File: config.mk
export PLATFORM = sky130hd
export DESIGN_NAME = tick_task_scheduler_table
export DESIGN_NICKNAME = d
export VERILOG_FILES = /design/src/rtl/core/tts_pkg.sv /design/src/rtl/core/tts_slot_mem.sv /design/src/rtl/core/tts_slot_unit.sv /design/src/rtl/core/tick_task_scheduler_table.sv
export SDC_FILE = /design/constraint.sdc
export NUM_CORES = 1
export LEC_CHECK = 0
export BUFFER_PORTS_ARGS = -buffer_cell sky130_fd_sc_hd__clkbuf_2
export CAP_MARGIN = 20
export CORE_MARGIN = 8
export CORE_UTILIZATION = 60
export DETAILED_ROUTE_END_ITERATION = 12
export HOLD_SLACK_MARGIN = 0.03
export PLACE_DENSITY = 0.77
export SLEW_MARGIN = 0
export SYNTH_ARGS = -nofsm -noshare
export SYNTH_HDL_FRONTEND = slang
export SYNTH_SLANG_ARGS = --single-unit
File: constraint.sdc
create_clock -name clk -period 10.3 [get_ports clk]
set_input_delay 2.06 -clock clk [delete_from_list [all_inputs] [get_ports clk]]
set_output_delay 2.06 -clock clk [all_outputs]
set_load 0.02 [all_outputs]
File: src/rtl/core/tts_pkg.sv
// ----------------------------------------------------------------------------
// tts_pkg
// Shared codes, widths and control types of the task scheduler table.
// ----------------------------------------------------------------------------
package tts_pkg;

	localparam int HANDLE_W   = 8;
	localparam int RUN_W      = 8;
	localparam int OUT_SLOT_W = 4;

	// command codes
	localparam logic [1:0] CMD_ADD      = 2'd0;
	localparam logic [1:0] CMD_DELETE   = 2'd1;
	localparam logic [1:0] CMD_TICK     = 2'd2;
	localparam logic [1:0] CMD_DISPATCH = 2'd3;

	// result status codes
	localparam logic [1:0] STATUS_OK       = 2'd0;
	localparam logic [1:0] STATUS_FULL     = 2'd1;
	localparam logic [1:0] STATUS_EMPTY    = 2'd2;
	localparam logic [1:0] STATUS_NONE_DUE = 2'd3;

	// sticky error codes
	localparam logic [1:0] ERR_NONE   = 2'd0;
	localparam logic [1:0] ERR_FULL   = 2'd1;
	localparam logic [1:0] ERR_DELETE = 2'd2;

	localparam logic [RUN_W-1:0] RUN_MAX = 8'd255;

	// verdict of the slot unit on one visited slot
	typedef struct packed {
		logic                we;      // write the new entry back
		logic                emit;    // this slot gives a result
		logic                found;   // add found its free slot
		logic [1:0]          status;
		logic [HANDLE_W-1:0] task_id;
	} slot_ctl_t;

endpackage

File: src/rtl/core/tts_slot_mem.sv
// ----------------------------------------------------------------------------
// tts_slot_mem
// Slot table memory: one write and one registered read port, with a valid
// bit per entry so that an entry never written reads as all zero.
// ----------------------------------------------------------------------------
module tts_slot_mem #(
	parameter int DEPTH = 8,
	parameter int AW    = 3,
	parameter int W     = 48
) (
	input  logic          clk,
	input  logic          arst_n,
	input  logic          we,
	input  logic [AW-1:0] waddr,
	input  logic [W-1:0]  wdata,
	input  logic          re,
	input  logic [AW-1:0] raddr,
	output logic [W-1:0]  rdata
);

	logic [W-1:0]     mem_q [DEPTH];
	logic [DEPTH-1:0] valid_q;
	logic [W-1:0]     rd_q;
	logic             rd_valid_q;

	always_ff @(posedge clk) begin
		if (we) begin
			mem_q[waddr] <= wdata;
		end
		if (re) begin
			rd_q <= mem_q[raddr];
		end
	end

	always_ff @(posedge clk or negedge arst_n) begin
		if (!arst_n) begin
			valid_q    <= '0;
			rd_valid_q <= 1'b0;
		end else begin
			if (we) begin
				valid_q[waddr] <= 1'b1;
			end
			if (re) begin
				rd_valid_q <= valid_q[raddr];
			end
		end
	end

	assign rdata = rd_valid_q ? rd_q : '0;

endmodule

File: src/rtl/core/tts_slot_unit.sv
// ----------------------------------------------------------------------------
// tts_slot_unit
// Shared per-slot update unit: applies one command to one table entry.
// ----------------------------------------------------------------------------
module tts_slot_unit #(
	parameter int DW = 16
) (
	input  logic [1:0]                    op,
	input  logic [tts_pkg::HANDLE_W-1:0]  handle_in,
	input  logic [DW-1:0]                 delay_in,
	input  logic [DW-1:0]                 period_in,
	input  logic [tts_pkg::HANDLE_W-1:0]  e_handle,
	input  logic [DW-1:0]                 e_delay,
	input  logic [DW-1:0]                 e_period,
	input  logic [tts_pkg::RUN_W-1:0]     e_run,
	output logic [tts_pkg::HANDLE_W-1:0]  n_handle,
	output logic [DW-1:0]                 n_delay,
	output logic [DW-1:0]                 n_period,
	output logic [tts_pkg::RUN_W-1:0]     n_run,
	output tts_pkg::slot_ctl_t            ctl
);

	always_comb begin
		n_handle = e_handle;
		n_delay  = e_delay;
		n_period = e_period;
		n_run    = e_run;
		ctl      = '0;
		unique case (op)
			tts_pkg::CMD_ADD: begin
				if (e_handle == '0) begin
					n_handle   = handle_in;
					n_delay    = delay_in;
					n_period   = period_in;
					n_run      = '0;
					ctl.we     = 1'b1;
					ctl.emit   = 1'b1;
					ctl.found  = 1'b1;
					ctl.status = tts_pkg::STATUS_OK;
				end
			end
			tts_pkg::CMD_DELETE: begin
				n_handle   = '0;
				n_delay    = '0;
				n_period   = '0;
				n_run      = '0;
				ctl.we     = 1'b1;
				ctl.emit   = 1'b1;
				ctl.status = (e_handle == '0) ? tts_pkg::STATUS_EMPTY : tts_pkg::STATUS_OK;
			end
			tts_pkg::CMD_TICK: begin
				if (e_handle != '0) begin
					ctl.we = 1'b1;
					if (e_delay == '0) begin
						if (e_run != tts_pkg::RUN_MAX) begin
							n_run = e_run + 8'd1;
						end
						if (e_period != '0) begin
							n_delay = e_period;
						end
					end else begin
						n_delay = e_delay - DW'(1);
					end
				end
			end
			tts_pkg::CMD_DISPATCH: begin
				if (e_run != '0) begin
					ctl.we      = 1'b1;
					ctl.emit    = 1'b1;
					ctl.status  = tts_pkg::STATUS_OK;
					ctl.task_id = e_handle;
					n_run       = e_run - 8'd1;
					// drop one-shot tasks once fired
					if (e_period == '0) begin
						n_handle = '0;
						n_delay  = '0;
						n_period = '0;
						n_run    = '0;
					end
				end
			end
		endcase
	end

endmodule

File: src/rtl/core/tick_task_scheduler_table.sv
// ----------------------------------------------------------------------------
// tick_task_scheduler_table
// Time-triggered task table: add, delete, tick and dispatch commands.
// ----------------------------------------------------------------------------
// Usage
//   Input channel (in_valid / in_stall): one item carries a command with its
//   operands. in_stall is high while an item is at work, so one item is taken
//   at a time.
//   Output channel (out_valid / out_stall): add, delete and tick give one
//   result item; dispatch gives one item per slot with a pending run, in slot
//   order, the final one marked by last (or a single nothing-due item).
//   Timing: add, tick and dispatch walk every slot through the shared slot
//   unit at one slot per cycle, as the single memory read port allows, while
//   no receiver stall holds the walk; each slot is read through the
//   registered read port ahead of the unit. Add stops early at the first
//   free slot. A delete visits only its given slot, or none if out of range.
//   Reset: every slot is free and the sticky error is cleared at once; no
//   clearing pass is run, valid bits in the memory stand in for it.
//   Receiver stall: the result register holds its item; the slot walk pauses
//   on the slot that wants to emit until the register is free.
// ----------------------------------------------------------------------------
module tick_task_scheduler_table #(
	parameter int MAX_TASKS   = 8,
	parameter int DELAY_WIDTH = 16
) (
	input  logic        clk,
	input  logic        arst_n,
	input  logic        in_valid,
	output logic        in_stall,
	input  logic [1:0]  cmd,
	input  logic [7:0]  task_handle,
	input  logic [15:0] delay,
	input  logic [15:0] period,
	input  logic [2:0]  slot,
	output logic        out_valid,
	input  logic        out_stall,
	output logic [1:0]  status,
	output logic [3:0]  slot_out,
	output logic [7:0]  task_out,
	output logic        last,
	output logic [1:0]  error_code
);

	localparam int DW = DELAY_WIDTH;
	localparam int AW = (MAX_TASKS > 1) ? $clog2(MAX_TASKS) : 1;
	localparam int CW = $clog2(MAX_TASKS + 1);
	localparam int HW = tts_pkg::HANDLE_W;
	localparam int RW = tts_pkg::RUN_W;
	localparam int EW = HW + DW + DW + RW;

	localparam logic [1:0] ST_IDLE = 2'd0;
	localparam logic [1:0] ST_WALK = 2'd1;
	localparam logic [1:0] ST_FIN  = 2'd2;

	logic [1:0]    st_q;

	// latched command
	logic [1:0]    op_q;
	logic [HW-1:0] handle_q;
	logic [DW-1:0] delay_q;
	logic [DW-1:0] period_q;
	logic [2:0]    slot_q;
	logic          del_oor_q;

	// walk control
	logic [CW-1:0] rd_idx_q;
	logic [CW-1:0] end_q;
	logic          issue_q;
	logic          ex_valid_s1;
	logic [CW-1:0] ex_idx_s1;
	logic          found_q;
	logic          any_q;

	logic [1:0]         sticky_q;
	logic [MAX_TASKS-1:0] nz_q;

	// result register
	logic          out_valid_q;
	logic [1:0]    status_q;
	logic [3:0]    slot_out_q;
	logic [7:0]    task_out_q;
	logic          last_q;
	logic [1:0]    err_out_q;

	logic          accept;
	logic          out_free;
	logic          out_load;
	logic          adv;
	logic          mem_re;
	logic          mem_we;
	logic [EW-1:0] rd_entry;
	logic [EW-1:0] wr_entry;

	logic [HW-1:0] e_handle, n_handle;
	logic [DW-1:0] e_delay, n_delay;
	logic [DW-1:0] e_period, n_period;
	logic [RW-1:0] e_run, n_run;
	tts_pkg::slot_ctl_t ctl;

	logic          s1_emit;
	logic          pend_above;
	logic          fin_need;
	logic          del_in_range;
	logic          issue_last;

	assign accept   = in_valid && (st_q == ST_IDLE);
	assign in_stall = (st_q != ST_IDLE);
	assign out_free = !out_valid_q || !out_stall;

	assign {e_handle, e_delay, e_period, e_run} = rd_entry;
	assign wr_entry = {n_handle, n_delay, n_period, n_run};

	assign s1_emit    = ex_valid_s1 && ctl.emit;
	assign adv        = !s1_emit || out_free;
	assign mem_re     = (st_q == ST_WALK) && adv && issue_q;
	assign mem_we     = (st_q == ST_WALK) && adv && ex_valid_s1 && ctl.we;
	assign issue_last = (CW'(rd_idx_q + 1'b1) == end_q);
	assign del_in_range = (32'(slot) < MAX_TASKS);

	// a result enters the register from the walk or from the closing step
	assign out_load = ((st_q == ST_WALK) && adv && s1_emit) ||
	                  ((st_q == ST_FIN) && fin_need && out_free);

	// pending runs in slots beyond the one at work decide the last flag
	always_comb begin
		pend_above = 1'b0;
		for (int j = 0; j < MAX_TASKS; j++) begin
			if ((CW'(j) > ex_idx_s1) && nz_q[j]) begin
				pend_above = 1'b1;
			end
		end
	end

	always_comb begin
		case (op_q)
			tts_pkg::CMD_ADD:      fin_need = !found_q;
			tts_pkg::CMD_DELETE:   fin_need = del_oor_q;
			tts_pkg::CMD_TICK:     fin_need = 1'b1;
			default:               fin_need = !any_q;
		endcase
	end

	tts_slot_mem #(
		.DEPTH (MAX_TASKS),
		.AW    (AW),
		.W     (EW)
	) u_mem (
		.clk    (clk),
		.arst_n (arst_n),
		.we     (mem_we),
		.waddr  (ex_idx_s1[AW-1:0]),
		.wdata  (wr_entry),
		.re     (mem_re),
		.raddr  (rd_idx_q[AW-1:0]),
		.rdata  (rd_entry)
	);

	tts_slot_unit #(
		.DW (DW)
	) u_unit (
		.op        (op_q),
		.handle_in (handle_q),
		.delay_in  (delay_q),
		.period_in (period_q),
		.e_handle  (e_handle),
		.e_delay   (e_delay),
		.e_period  (e_period),
		.e_run     (e_run),
		.n_handle  (n_handle),
		.n_delay   (n_delay),
		.n_period  (n_period),
		.n_run     (n_run),
		.ctl       (ctl)
	);

	// command latch: payload only
	always_ff @(posedge clk) begin
		if (accept) begin
			op_q     <= cmd;
			handle_q <= task_handle;
			delay_q  <= DW'(delay);
			period_q <= DW'(period);
			slot_q   <= slot;
		end
	end

	always_ff @(posedge clk or negedge arst_n) begin
		if (!arst_n) begin
			st_q        <= ST_IDLE;
			del_oor_q   <= 1'b0;
			rd_idx_q    <= '0;
			end_q       <= '0;
			issue_q     <= 1'b0;
			ex_valid_s1 <= 1'b0;
			ex_idx_s1   <= '0;
			found_q     <= 1'b0;
			any_q       <= 1'b0;
			sticky_q    <= tts_pkg::ERR_NONE;
			nz_q        <= '0;
			out_valid_q <= 1'b0;
			status_q    <= tts_pkg::STATUS_OK;
			slot_out_q  <= '0;
			task_out_q  <= '0;
			last_q      <= 1'b0;
			err_out_q   <= tts_pkg::ERR_NONE;
		end else begin
			// load a new result, or drop the one just taken
			if (out_load) begin
				out_valid_q <= 1'b1;
			end else if (!out_stall) begin
				out_valid_q <= 1'b0;
			end

			unique case (st_q)
				ST_IDLE: begin
					if (accept) begin
						st_q        <= ST_WALK;
						found_q     <= 1'b0;
						any_q       <= 1'b0;
						ex_valid_s1 <= 1'b0;
						del_oor_q   <= (cmd == tts_pkg::CMD_DELETE) && !del_in_range;
						if (cmd == tts_pkg::CMD_DELETE) begin
							rd_idx_q  <= CW'(slot);
							end_q     <= CW'(32'(slot) + 1);
							issue_q   <= del_in_range;
						end else begin
							rd_idx_q <= '0;
							end_q    <= CW'(MAX_TASKS);
							issue_q  <= 1'b1;
						end
					end
				end

				ST_WALK: begin
					if (adv) begin
						if (ex_valid_s1 && ctl.found) begin
							// first free slot taken: stop the walk
							found_q     <= 1'b1;
							issue_q     <= 1'b0;
							ex_valid_s1 <= 1'b0;
						end else if (issue_q) begin
							// advance the read stage
							ex_valid_s1 <= 1'b1;
							ex_idx_s1   <= rd_idx_q;
							rd_idx_q    <= CW'(rd_idx_q + 1'b1);
							if (issue_last) begin
								issue_q <= 1'b0;
							end
						end else begin
							ex_valid_s1 <= 1'b0;
						end

						if (ex_valid_s1) begin
							if (ctl.we) begin
								nz_q[ex_idx_s1[AW-1:0]] <= (n_run != '0);
							end
							if ((op_q == tts_pkg::CMD_DELETE) &&
							    (ctl.status == tts_pkg::STATUS_EMPTY)) begin
								sticky_q <= tts_pkg::ERR_DELETE;
							end
							if (ctl.emit) begin
								any_q       <= 1'b1;
								status_q    <= ctl.status;
								slot_out_q  <= 4'(ex_idx_s1);
								task_out_q  <= ctl.task_id;
								last_q      <= (op_q == tts_pkg::CMD_DISPATCH) ? !pend_above
								               : 1'b1;
								if ((op_q == tts_pkg::CMD_DELETE) &&
								    (ctl.status == tts_pkg::STATUS_EMPTY)) begin
									err_out_q <= tts_pkg::ERR_DELETE;
								end else begin
									err_out_q <= sticky_q;
								end
							end
						end
					end
					if (!issue_q && !ex_valid_s1) begin
						st_q <= ST_FIN;
					end
				end

				ST_FIN: begin
					if (!fin_need) begin
						st_q <= ST_IDLE;
					end else if (out_free) begin
						st_q        <= ST_IDLE;
						task_out_q  <= '0;
						last_q      <= 1'b1;
						case (op_q)
							tts_pkg::CMD_ADD: begin
								status_q   <= tts_pkg::STATUS_FULL;
								slot_out_q <= 4'(MAX_TASKS);
								sticky_q   <= tts_pkg::ERR_FULL;
								err_out_q  <= tts_pkg::ERR_FULL;
							end
							tts_pkg::CMD_DELETE: begin
								status_q   <= tts_pkg::STATUS_EMPTY;
								slot_out_q <= {1'b0, slot_q};
								sticky_q   <= tts_pkg::ERR_DELETE;
								err_out_q  <= tts_pkg::ERR_DELETE;
							end
							tts_pkg::CMD_TICK: begin
								status_q   <= tts_pkg::STATUS_OK;
								slot_out_q <= '0;
								err_out_q  <= sticky_q;
							end
							default: begin
								status_q   <= tts_pkg::STATUS_NONE_DUE;
								slot_out_q <= '0;
								err_out_q  <= sticky_q;
							end
						endcase
					end
				end

				default: begin
					st_q <= ST_IDLE;
				end
			endcase
		end
	end

	assign out_valid  = out_valid_q;
	assign status     = status_q;
	assign slot_out   = slot_out_q;
	assign task_out   = task_out_q;
	assign last       = last_q;
	assign error_code = err_out_q;

endmodule
# After elaboration in Yosys (flattened, before gate mapping)
# Memories as Yosys holds them, arrays and structs flattened. A register that Yosys moved wholly into a read port is not among the register bits.
# Cells that the tools add are included.
word_totals:
  out_inout_bits: 19
  word_cells: 236
  rom_bits: 0
  latch_bits: 0
  in_bits: 49
  regBits: 100
  memories: 1
  ramBits: 384
op_classes:
  bitwise_logic: 2
  div_mod_pow: 0
  n_shift: 0
  magnitude_cmp: 11
  n_addsub: 5
  n_eq_ne: 21
  mul: 0
  muxes: 119
  reduce_logical: 54
memory_table:
  columns: ["memory", "depth", "width", "rd", "rd_clocked_by_memory_dff", "write_ports", "line", "source"]
  rows:
  - ["u_mem.mem_q", 8, 48, 1, 1, 1, "tts_slot_mem.sv:21", "logic [W-1:0] mem_q [DEPTH];"]
ops:
  columns: ["operator", "n"]
  rows:
  - ["16-bit two-way mux", 9]
  - ["8-bit two-way mux", 16]
  - ["16-bit one-hot mux with 4 select lines", 1]
  - ["48-bit two-way mux", 1]
  - ["16-bit one-hot mux with 3 select lines", 1]
  - ["4-bit two-way mux", 10]
  - ["2-bit two-way mux", 19]
  - ["1-bit two-way mux", 36]
  - ["16-bit zero test", 2]
  - ["8-bit one-hot mux with 4 select lines", 1]
  - ["4-bit one-hot mux with 2 select lines", 3]
  - ["8-bit one-hot mux with 3 select lines", 1]
  - ["8-bit nonzero test", 3]
  - ["1-bit logical AND", 21]
  - ["2-bit one-hot mux with 3 select lines", 3]
  - ["3-bit by 4-bit greater-than comparator with 1-bit output (first input constant)", 4]
  - ["2-bit inequality test (second input constant)", 8]
  - ["2-bit one-hot mux with 2 select lines", 4]
  - ["8-bit one-hot mux with 2 select lines", 1]
  - ["16-bit nonzero test", 1]
  - ["16-bit by 1-bit subtractor with 16-bit output (second input constant)", 1]
  - ["5-bit AND reduction", 3]
  - ["4-bit AND reduction", 3]
  - ["1-bit one-hot mux with 2 select lines", 5]
  - ["31 further kinds", 55]

# Longest topological paths before layout
# Gate-level depths: netlist of run 1.
logic_depth:
  ltp_word: 16
  mapped_depth: 14
  depth_no_buf: 11

# Cells and area by module
# From an unflattened synthesis of run 1, not the netlist that was laid out.
unflattened:
  hier_cells: 1287
  area_unflattened_um2: 22689.3
by_module_without_submodules:
  columns: ["mod", "cells_per_inst", "n_inst", "area_each_um2", "seq_area_each_um2"]
  rows:
  - ["tts_slot_mem", 693, 1, 16960.0, 13197.7]
  - ["tick_task_scheduler_table", 286, 1, 3644.7, 2477.4]
  - ["tts_slot_unit", 308, 1, 2084.5, 0.0]

# Least setup slack after synthesis of run 1
# OpenSTA, ideal clock, no wires.
synth_path:
  kind: "input to register"
  start: "in out_stall"
  end: "reg u_mem.valid_q[0]"
  n_path_buf: 0
  slack_ps: 2542
  arrival_time_ps: 7665
  t_required_ps: 10207
  setup_ps: 93
  cell_stages: 6
  path_cell_list: "nand2_1 -> nor2_1 -> nor2_1 -> o311ai_2 -> nor4_1 -> or2_2"
synth_via:
  elab_chain_cells: 6
synth_rtl:
  columns: ["element", "line", "source"]
  rows:
  - ["start: declaration", "tick_task_scheduler_table.sv:36", "input logic out_stall,"]
  - ["1-bit zero test", null, null]
  - ["1-bit logical OR", "tick_task_scheduler_table.sv:108", "assign out_free = !out_valid_q || !out_stall;"]
  - ["1-bit logical OR", "tick_task_scheduler_table.sv:114", "assign adv = !s1_emit || out_free;"]
  - ["1-bit logical AND (3 in a row)", "tick_task_scheduler_table.sv:116", "assign mem_we = (st_q == ST_WALK) && adv && ex_valid_s1 && ctl.we;"]
  - ["end signal: assignment", "tts_slot_mem.sv:37", "valid_q <= '0;"]
  - ["end signal: indexed assignment", "tts_slot_mem.sv:41", "valid_q[waddr] <= 1'b1;"]
  - ["end: declaration", "tts_slot_mem.sv:22", "logic [DEPTH-1:0] valid_q;"]
# No other way between the ends.
# A chain may end at the register's enable or synchronous reset.

# Worst setup path in the final report of run 1
layout_path:
  start: "reg u_mem.rd_q[44] (read register of u_mem.mem_q)"
  end: "reg nz_q[5]"
layout_via:
  elab_chain_cells: 8
  word_cells_on_any_way: 16
  cone_classes: "mux (9); reduce/logical (7)"
layout_rtl:
  columns: ["element", "line", "source"]
  rows:
  - ["start: declaration", "tts_slot_mem.sv:23", "logic [W-1:0] rd_q;"]
  - ["48-bit two-way mux *", "tts_slot_mem.sv:49", "assign rdata = rd_valid_q ? rd_q : '0;"]
  - ["8-bit zero test", "tts_slot_unit.sv:31", "if (e_handle == '0) begin"]
  - ["5-bit two-way mux", "tts_slot_unit.sv:31", null]
  - ["1-bit one-hot mux with 3 select lines", "tts_slot_unit.sv:29", "unique case (op)"]
  - ["1-bit logical AND", "tick_task_scheduler_table.sv:113", "assign s1_emit = ex_valid_s1 && ctl.emit;"]
  - ["1-bit zero test", "tick_task_scheduler_table.sv:114", null]
  - ["1-bit logical OR", "tick_task_scheduler_table.sv:114", null]
  - ["4-bit AND reduction (no line)", null, null]
  - ["end signal: indexed assignment", "tick_task_scheduler_table.sv:255", "nz_q[ex_idx_s1[AW-1:0]] <= (n_run != '0);"]
  - ["end: declaration", "tick_task_scheduler_table.sv:75", "logic [MAX_TASKS-1:0] nz_q;"]
# Every way passes the cells marked *; elsewhere a longest branch is shown, timed or not.

==> results summary, run 1 <==
In this run the vertical extent of the chip is 207.4 um. The via count of the first global-routing pass came out at 12500. The core box area came out at 36350 um2. The largest driver fanout on the critical path is 37. Net switching is 31.92% of the power. The ratio of routed vias to standard cells is 6.620.

The analysis attributes to net switching a power of 0.002190 W. After detailed routing, the number of remaining DRC violations is 0. The placed wire-length estimate is 30030 um.

The count of final hold-check violations came out at 0. The kind of path behind the tightest hold check is register to register. Combinational cells account for 26.5% of the total power. The max-slew headroom at the worst pin came out at 24.20%. The die width is 207.4 um. The distinct cell type count of the synthesized netlist came out at 77. The sink count of the clock tree is 531. The worst hold path terminates at u_mem.valid_q[3].

The startpoint identified for the worst register-to-register timing path is u_mem.rd_q[44]. In this design, the critical path's most frequently occurring cell is sky130_fd_sc_hd__or2_1. The final max-slew violation count came to 0. Static timing analysis puts the maximum clock frequency at 207.2 MHz.

The endpoint identified for the worst register-to-register timing path is nz_q[5]. The number of placed I/O pins is 68. The areal power density over the cells came out at 279.2 nW/um2.

The aggregate negative setup slack is 0 ns. The transition time at the pin with the least slew margin came out at 1.125 ns. The count of mapped cells out of synthesis came out at 1285. The final net count is 1417. Summed over its instances, the top area cell type makes up 65.16% of the synthesized netlist area. The mean instance size in the synthesized netlist came out at 17.11 um2. The detail route stage leaves a number of antenna-violating nets equal to 0. The number of CTS-inserted buffers came out at 52. The detailed-router iteration count before antenna repair came out at 6. For this configuration, the core starts out at a cell density of 60.48%.

The share of async-settable or async-resettable flops after synthesis is 10.17%. The fraction of the cycle the final worst path needs came out at 46.86%. After floorplanning, the core was divided into 70 placement rows. The maximum number of pins on one net before global-route repair came out at 62. In this run, synthesis produced a sequential element count of 531. At the end of routability-driven placement, the weighted congestion stood at 0.9266. The area added between synthesis and finish is 11.74%. The quantity of hold-fixing buffers added after cts is 0. The proportion of layout cells with a drive suffix above 1 is 26.29%. The clock-pin slew reported for the worst setup and hold paths after clock tree synthesis is 0.06 ns. The worst setup path is launched from a register. The total of max-cap violations came out at 0.

The root buffer cell chosen for the clock tree is sky130_fd_sc_hd__clkbuf_16. The internal power came out at 0.004669 W. The global routing usage summed across all routing layers is 23.35%. The leakage power of the design came out at 8.276 nW. For the worst-skew pair, the clock arrives at the later sink with an insertion delay of 0.60 ns.

By area the synthesized netlist is led by sky130_fd_sc_hd__edfxtp_1 (65%), sky130_fd_sc_hd__mux4_2 (10%), sky130_fd_sc_hd__dfrtp_1 (6.1%), sky130_fd_sc_hd__mux2_2 (2.6%), sky130_fd_sc_hd__a21oi_1 (1.5%). In the layout the commonest cells are sky130_fd_sc_hd__edfxtp_1 (477), sky130_fd_sc_hd__mux4_2 (98), sky130_fd_sc_hd__nand2_1 (89). Setup violations remaining at the end of the flow were counted as 0. Across all layers, the routed design uses 12370 vias. Setup repair after global routing left no endpoint under its margin. The clock tree synthesis step divided the H-tree into 2 levels. The number of DRC markers after the initial detailed-route iteration came out at 1254. The net count after synthesis is 1344. Buffers added to address setup during post-CTS repair amount to 0. The reg2reg setup slack is 5.47 ns. Counting flops with a built-in enable in the synthesized netlist gives 477. The minimum period implied by the final worst setup slack is 4.826 ns.

The full die area came out at 43020 um2. The count of port buffers added during placement came out at 67. The signal on the critical path passes through or4_4 -> o21ai_4 -> or2_1 -> o311ai_2 -> or2_1 -> nor3b_4 -> buf_4 -> mux2_4. Counting instances, the worst hold path has a depth of 1. The number of buffers on the longest clock path is 3. Across the routed clock network, the largest skew measured is 0.01915 ns. The clock network accounts for 27.5% of the total power.

The finished cells cover 24560 um2. The global-route wire length before repair is 76690 um. For this run, the number of Yosys warnings is 0. The critical path in this run is classified as register to register.

The number of instances resized during post-cts repair is 0. The total length of routed wires came out at 50440 um. Measured in cells, the most critical reg-to-reg path has a length of 8. The hold path startpoint is u_mem.valid_q[3].

The run finished with clean final reports. STA puts the critical path data arrival time at 5.31 ns. Among all stages on the critical path, the largest delay is contributed by sky130_fd_sc_hd__o21ai_4. Leaving out fill and tap cells, the most frequent cell in the layout is sky130_fd_sc_hd__edfxtp_1.

The data required time at the worst endpoint is 10.78 ns. The number of antenna violations at the first check in global routing came out at 0. The critical path endpoint category is a register.

The total congestion overflow after global routing is 0. Summing the sequential cell areas from Yosys gives 71.30% of the chip area. Of all cell types, the one taking the most synthesized area is sky130_fd_sc_hd__edfxtp_1. IR analysis of the VDD net gives a maximum drop of 0.0001624 V.

The cell area after synthesis came out at 21980 um2. The stage delay of the slowest cell on the critical path came out at 0.79 ns. The average wire per cell in the routed design came out at 27.00 um. The placed instance area came out at 22840 um2.

The most used flip-flop cell after synthesis is sky130_fd_sc_hd__edfxtp_1. The number of diodes came out at 0. Sequential cells account for 45.9% of the total power. TritonCTS built the clock tree.
[Yosys cell counts (all sizes together), types with 17 or more instances]
library cell / number
edfxtp: 477
mux4: 98
nand2: 89
a21oi: 67
nor2: 59
mux2: 58
dfrtp: 54
clkbuf: 52
o21ai: 48
a22o: 27
nand3: 22
buf: 19
inv: 17
[worst max-delay path by stage]
stage	from	to	cells after the start	slack (ns)
2_1_floorplan	out_stall	u_mem.valid_q[0]	6	2.54
3_3_place_gp	out_stall	nz_q[5]	9	5.27
3_5_place_dp	out_stall	nz_q[4]	9	5.17
4_1_cts	u_mem.rd_q[44]	nz_q[4]	8	5.53
5_1_grt	u_mem.rd_q[44]	nz_q[5]	8	5.31
6_report	u_mem.rd_q[44]	nz_q[5]	8	5.47
[registers in the layout (all words and copies together) (netlist names), 7 cells and up]
name,count
delay_q,16
u_mem.valid_q,8
u_mem.rd_q,48
nz_q,7
period_q,16
u_mem.mem_q,384
task_out,8
handle_q,8
[layout make-up]
type                       count  area [um2]
sequential                   531       15690
fill                        2355       11780
multi-input combinational    666        6005
clock buffer                  66        1425
tap                          468       585.6
timing repair buffer          90       505.5
clock inverter                30       295.3
inverter                      17       63.81
[power groups by stage]
stage	combinational, W	clock [W]	sequential, W
2_1_floorplan	0.00140	0	0.00300
3_3_place_gp	0.00176	0	0.00317
3_5_place_dp	0.00181	0	0.00318
4_1_cts	0.00182	0.00192	0.00314
5_1_grt	0.00196	0.00200	0.00318
6_report	0.00182	0.00189	0.00315
[worst max-delay path, delay by kind of cell, from the launching register on]
kind | cells | cell delay [ns]
flops | 1 | 0.42
compound gates | 2 | 1.07
simple gates | 4 | 2.15
mux | 1 | 0.35
buf+inv | 1 | 0.71
[cells by family after synthesis]
kind of cell	count (synthesis)	synth area share, %
adder cells (fa/ha/maj)	10	0.5692
flip-flops	531	71.30
XOR/XNOR	10	0.3984
AO/OA/AOI/OAI	227	6.950
AND/OR/NAND/NOR	258	5.834
multiplexers	161	13.36
buffers and inverters	88	1.588
[layer usage]
layer	track usage [%]	vias to the layer above	part of all wire (%)
li1	-	5310	-
met2	37.26	624	48
met3	3.940	101	8.1
met1	32.68	6331	41
met4	7.962	0	2.8
met5	0	-	0
[per-stage QoR]
step | power, W | setup WS, ns | hold WS (ns) | util [%] | instances
floorplan | 0.004396 | 2.542 | 0.4287 | - | 1285
global placement | 0.004935 | 5.272 | 0.4484 | 62.84 | 1771
detailed placement | 0.004986 | 5.173 | 0.4499 | 62.85 | 1772
CTS | 0.006883 | 5.530 | 0.4724 | 67.58 | 1868
global route | 0.007138 | 5.312 | 0.4851 | 67.58 | 1868
finish | 0.006859 | 5.474 | 0.4718 | 67.58 | 1868
(Power assumes the default switching activity.)
==> run 2: changes to the inputs <==
--- a/config.mk
+++ b/config.mk
@@ -8,10 +8,10 @@
 export BUFFER_PORTS_ARGS = -buffer_cell sky130_fd_sc_hd__clkbuf_2
 export CAP_MARGIN = 20
 export CORE_MARGIN = 8
-export CORE_UTILIZATION = 60
+export CORE_UTILIZATION = 56
 export DETAILED_ROUTE_END_ITERATION = 12
 export HOLD_SLACK_MARGIN = 0.03
-export PLACE_DENSITY = 0.77
+export PLACE_DENSITY = 0.76
 export SLEW_MARGIN = 0
 export SYNTH_ARGS = -nofsm -noshare
 export SYNTH_HDL_FRONTEND = slang
==> constraint.sdc (replaced) <==
create_clock -name clk -period 4.03 [get_ports clk]
set_input_delay 0.806 -clock clk [delete_from_list [all_inputs] [get_ports clk]]
set_output_delay 0.806 -clock clk [all_outputs]
set_load 0.02 [all_outputs]
==> run 2 against run 1 <==
Sequential share of layout area decreased by 1.2 points. Register-to-register slack worse by 5.1 ns. Setup slack lost 5.1 ns. Count of clock-buffer cells in the layout decreased by 5. Clock power grew to 2.6 times the previous value. Core utilization shrank 3.0 points. Global-route usage decreased by 1.2 points. Critical path depth fell by 1. Fmax is 31% higher. Final area is 1.8% higher.
==> results summary, run 2 (synthesis results as in run 1) <==
The largest voltage drop on the vdd net was 0.0006180 V (+280%). The areal power density over the cells is 711.5 nW/um2 (+150%). The reg2reg setup slack came out at 0.33 ns (-5.14 ns).

The detailed-route via count came out at 12400 (+0.28%). The final max-slew violation count came out at 0 (unchanged). The global placer's final weighted congestion is 0.9510 (+2.6%). The transition time at the pin with the least slew margin came to 1.086 ns (-0.03899 ns). The quantity of hold-fixing buffers added after cts came out at 0 (unchanged). The filler cell count came to 2647 (+12%).

The area of combinational cells with multiple inputs came to 6013 um2 (+0.15%). The number of buffers on the longest clock path came out at 3 (unchanged). The full die area came out at 45850 um2 (+6.6%). The final net count is 1446 (+2.0%). The detailed-router iteration count before antenna repair is 6 (unchanged).

The register with the most flip-flops in the final layout is u_mem.mem_q. The minimum setup slack in the final design came out at 0.3335 ns (-5.140 ns). Among the stages of the critical path, the cell type that occurs most often is sky130_fd_sc_hd__or2_1. The total length of routed wires is 50810 um (+0.74%).

The initial core utilization came out at 56.75% (-3.7 points). The number of placed I/O pins came to 68 (unchanged). The worst setup path is launched from a register. Setup repair after global routing left no endpoint under its margin. The arrival time at the worst endpoint is 3.92 ns (-1.39 ns). The final design area excluding fillers was 25020 um2 (+1.8%). The sink count of the clock tree is 531 (unchanged).

The floorplan row count is 72 (+2.9%). The run finished with clean final reports. The number of DRC violations after detailed routing is 0 (unchanged). The most critical setup path has its startpoint at u_mem.rd_q[44].

The placed instance area came out at 23270 um2 (+1.8%). The number of DRC markers after the initial detailed-route iteration is 1245 (-0.72%). The pre-CTS setup slack is 0.3197 ns (-4.853 ns). In the final layout, the registers with the most flip-flops are u_mem.mem_q: 384 flops, u_mem.rd_q: 48 flops.

The cell at the root of the clock tree is sky130_fd_sc_hd__clkbuf_16. The placed wire-length estimate is 31840 um (+6.0%). The depth of the critical timing path with buffers and inverters included came out at 7 (-1). The setup violation total in the final timing report came out at 0 (unchanged).

The worst hold path belongs to the class input pin to asynchronous set/reset pin. The proportion of layout cells with a drive suffix above 1 came out at 27.85% (+1.6 points). Broken down by cell family, the worst path's largest delay share belongs to simple AND/OR/NAND/NOR gates. The global-route wire length before repair came out at 77830 um (+1.5%). The minimum period implied by the final worst setup slack is 3.697 ns (-1.130 ns). The fraction of the cycle the final worst path needs is 91.72% (+45 points).

The count of final hold-check violations is 0 (unchanged). The area added between synthesis and finish is 13.80%. The aggregate negative setup slack came out at 0 ns (unchanged).

The clock-pin slew reported for the worst setup and hold paths after clock tree synthesis came out at 0.06 ns (about the same). The data required time at the worst endpoint is 4.25 ns (-6.53 ns). The number of CTS-inserted buffers is 52 (unchanged). The total congestion overflow after global routing came to 0 (unchanged). The maximum number of pins on one net before global-route repair was 49 (-21%). The number of flip-flops in the largest register is 384 (unchanged). The number of instances resized during post-cts repair is 0 (unchanged).

The maximum level of the CTS H-tree came to 2 (unchanged). The max-slew headroom at the worst pin is 27.52% (+3.3 points). The library cells used most frequently in the layout, excluding fill and tap cells, are sky130_fd_sc_hd__edfxtp_1 (477), sky130_fd_sc_hd__mux4_2 (98), sky130_fd_sc_hd__nand2_1 (89). In this run the critical register-to-register path is launched from u_mem.rd_q[44]. The count of port buffers added during placement is 67 (unchanged).

The worst setup path is captured at a register. The cell at the slowest stage of the critical path is sky130_fd_sc_hd__nor3b_4. The number of diodes was 0 (unchanged).

The later-pin clock latency in the skew report is 0.60 ns (about the same). The clock skew after layout came out at 0.02671 ns (+0.007562 ns). The setup path with the least slack is of type register to register. The ratio of routed vias to standard cells came out at 6.369 (-3.8%).

The number of antenna violations at the first check in global routing came to 0 (unchanged). The peak clock frequency supported by timing came to 270.5 MHz (+31%). The length in cells of the worst reg-to-reg path came out at 7 (-1).

The worst register-to-register path ends at u_mem.mem_q[5][35]. The footprint of the flip-flops and latches is 15690 um2 (unchanged). The total of max-cap violations is 0 (unchanged). The die width came out at 214.1 um (+3.2%). The core box area is 38740 um2 (+6.6%).

The die height came out at 214.1 um (+3.2%). The number of buffers and inverters on the critical path came out at 1 (unchanged). The number of setup buffers added after CTS is 0 (unchanged). The global routing usage summed across all routing layers is 22.12% (-1.2 points). The leakage power of the design is 8.458 nW (+2.2%).

The count of antenna-violating nets left after detailed routing is 0 (unchanged). The stage delay of the slowest cell on the critical path came out at 0.88 ns (+0.09 ns). TritonCTS built the clock tree.

The largest driver fanout on the critical path is 33 (-11%). The most common cell after layout, fill and taps aside is sky130_fd_sc_hd__edfxtp_1. The average wire per cell in the routed design is 26.10 um (-3.3%). The via count of the first global-routing pass is 12670 (+1.4%). Walking the worst path, the cells encountered are or4_4 -> o21ai_4 -> or2_1 -> o311ai_2 -> or2_1 -> nor3b_4 -> buf_4.

The capture point of the worst path is u_mem.mem_q[5][35].
## run 2: layout make-up
| type | count | share of cell area (%) |
|---|---|---|
| timing repair buffer | 119 | 3.441 |
| clock buffer | 61 | 5.586 |
| tap | 518 | 2.591 |
| sequential | 531 | 62.70 |
| clock inverter | 35 | 1.395 |
| multi-input combinational | 666 | 24.04 |
| inverter | 17 | 0.2551 |
## run 2: report_power, final
part           switching [W]  internal [W]
combinational        0.00276       0.00212
sequential          0.000837       0.00719
clock                0.00203       0.00287
total                0.00563        0.0122
## run 2: through the flow
stage	cells	util [%]	hold WS, ns	power, W
floorplan	1285	-	0.4287	0.01125
global placement	1849	60.01	0.4464	0.01285
detailed placement	1850	60.06	0.4576	0.01295
CTS	1946	64.57	0.07772	0.01788
global route	1947	64.58	0.08938	0.01857
finish	1947	64.58	0.1012	0.01780
## run 2: worst min path at each step
stage | start | cells after the start | end
2_1_floorplan | u_mem.valid_q[2] | 1 | u_mem.valid_q[2]
3_3_place_gp | u_mem.valid_q[7] | 1 | u_mem.valid_q[7]
3_5_place_dp | u_mem.valid_q[6] | 1 | u_mem.valid_q[6]
4_1_cts | arst_n | 1 | end_q[3]
5_1_grt | arst_n | 1 | end_q[3]
6_report | arst_n | 1 | end_q[3]
## run 2: worst register-to-register path: cells and delay by family (launching register included)
family | cells | cell delay [ns]
and+or+nand+nor | 4 | 1.95
buffers and inverters | 1 | 0.62
DFF | 1 | 0.43
AOI/OAI and AO/OA | 2 | 0.30
## run 2: layer usage
| layer | vias up | share of wire, % | GRT usage [%] |
|---|---|---|---|
| met4 | 0 | 2.6 | 7.358 |
| met2 | 553 | 47 | 35.02 |
| li1 | 5381 | - | - |
| met5 | - | 0 | 0 |
| met3 | 82 | 8.1 | 4.274 |
| met1 | 6385 | 42 | 30.84 |
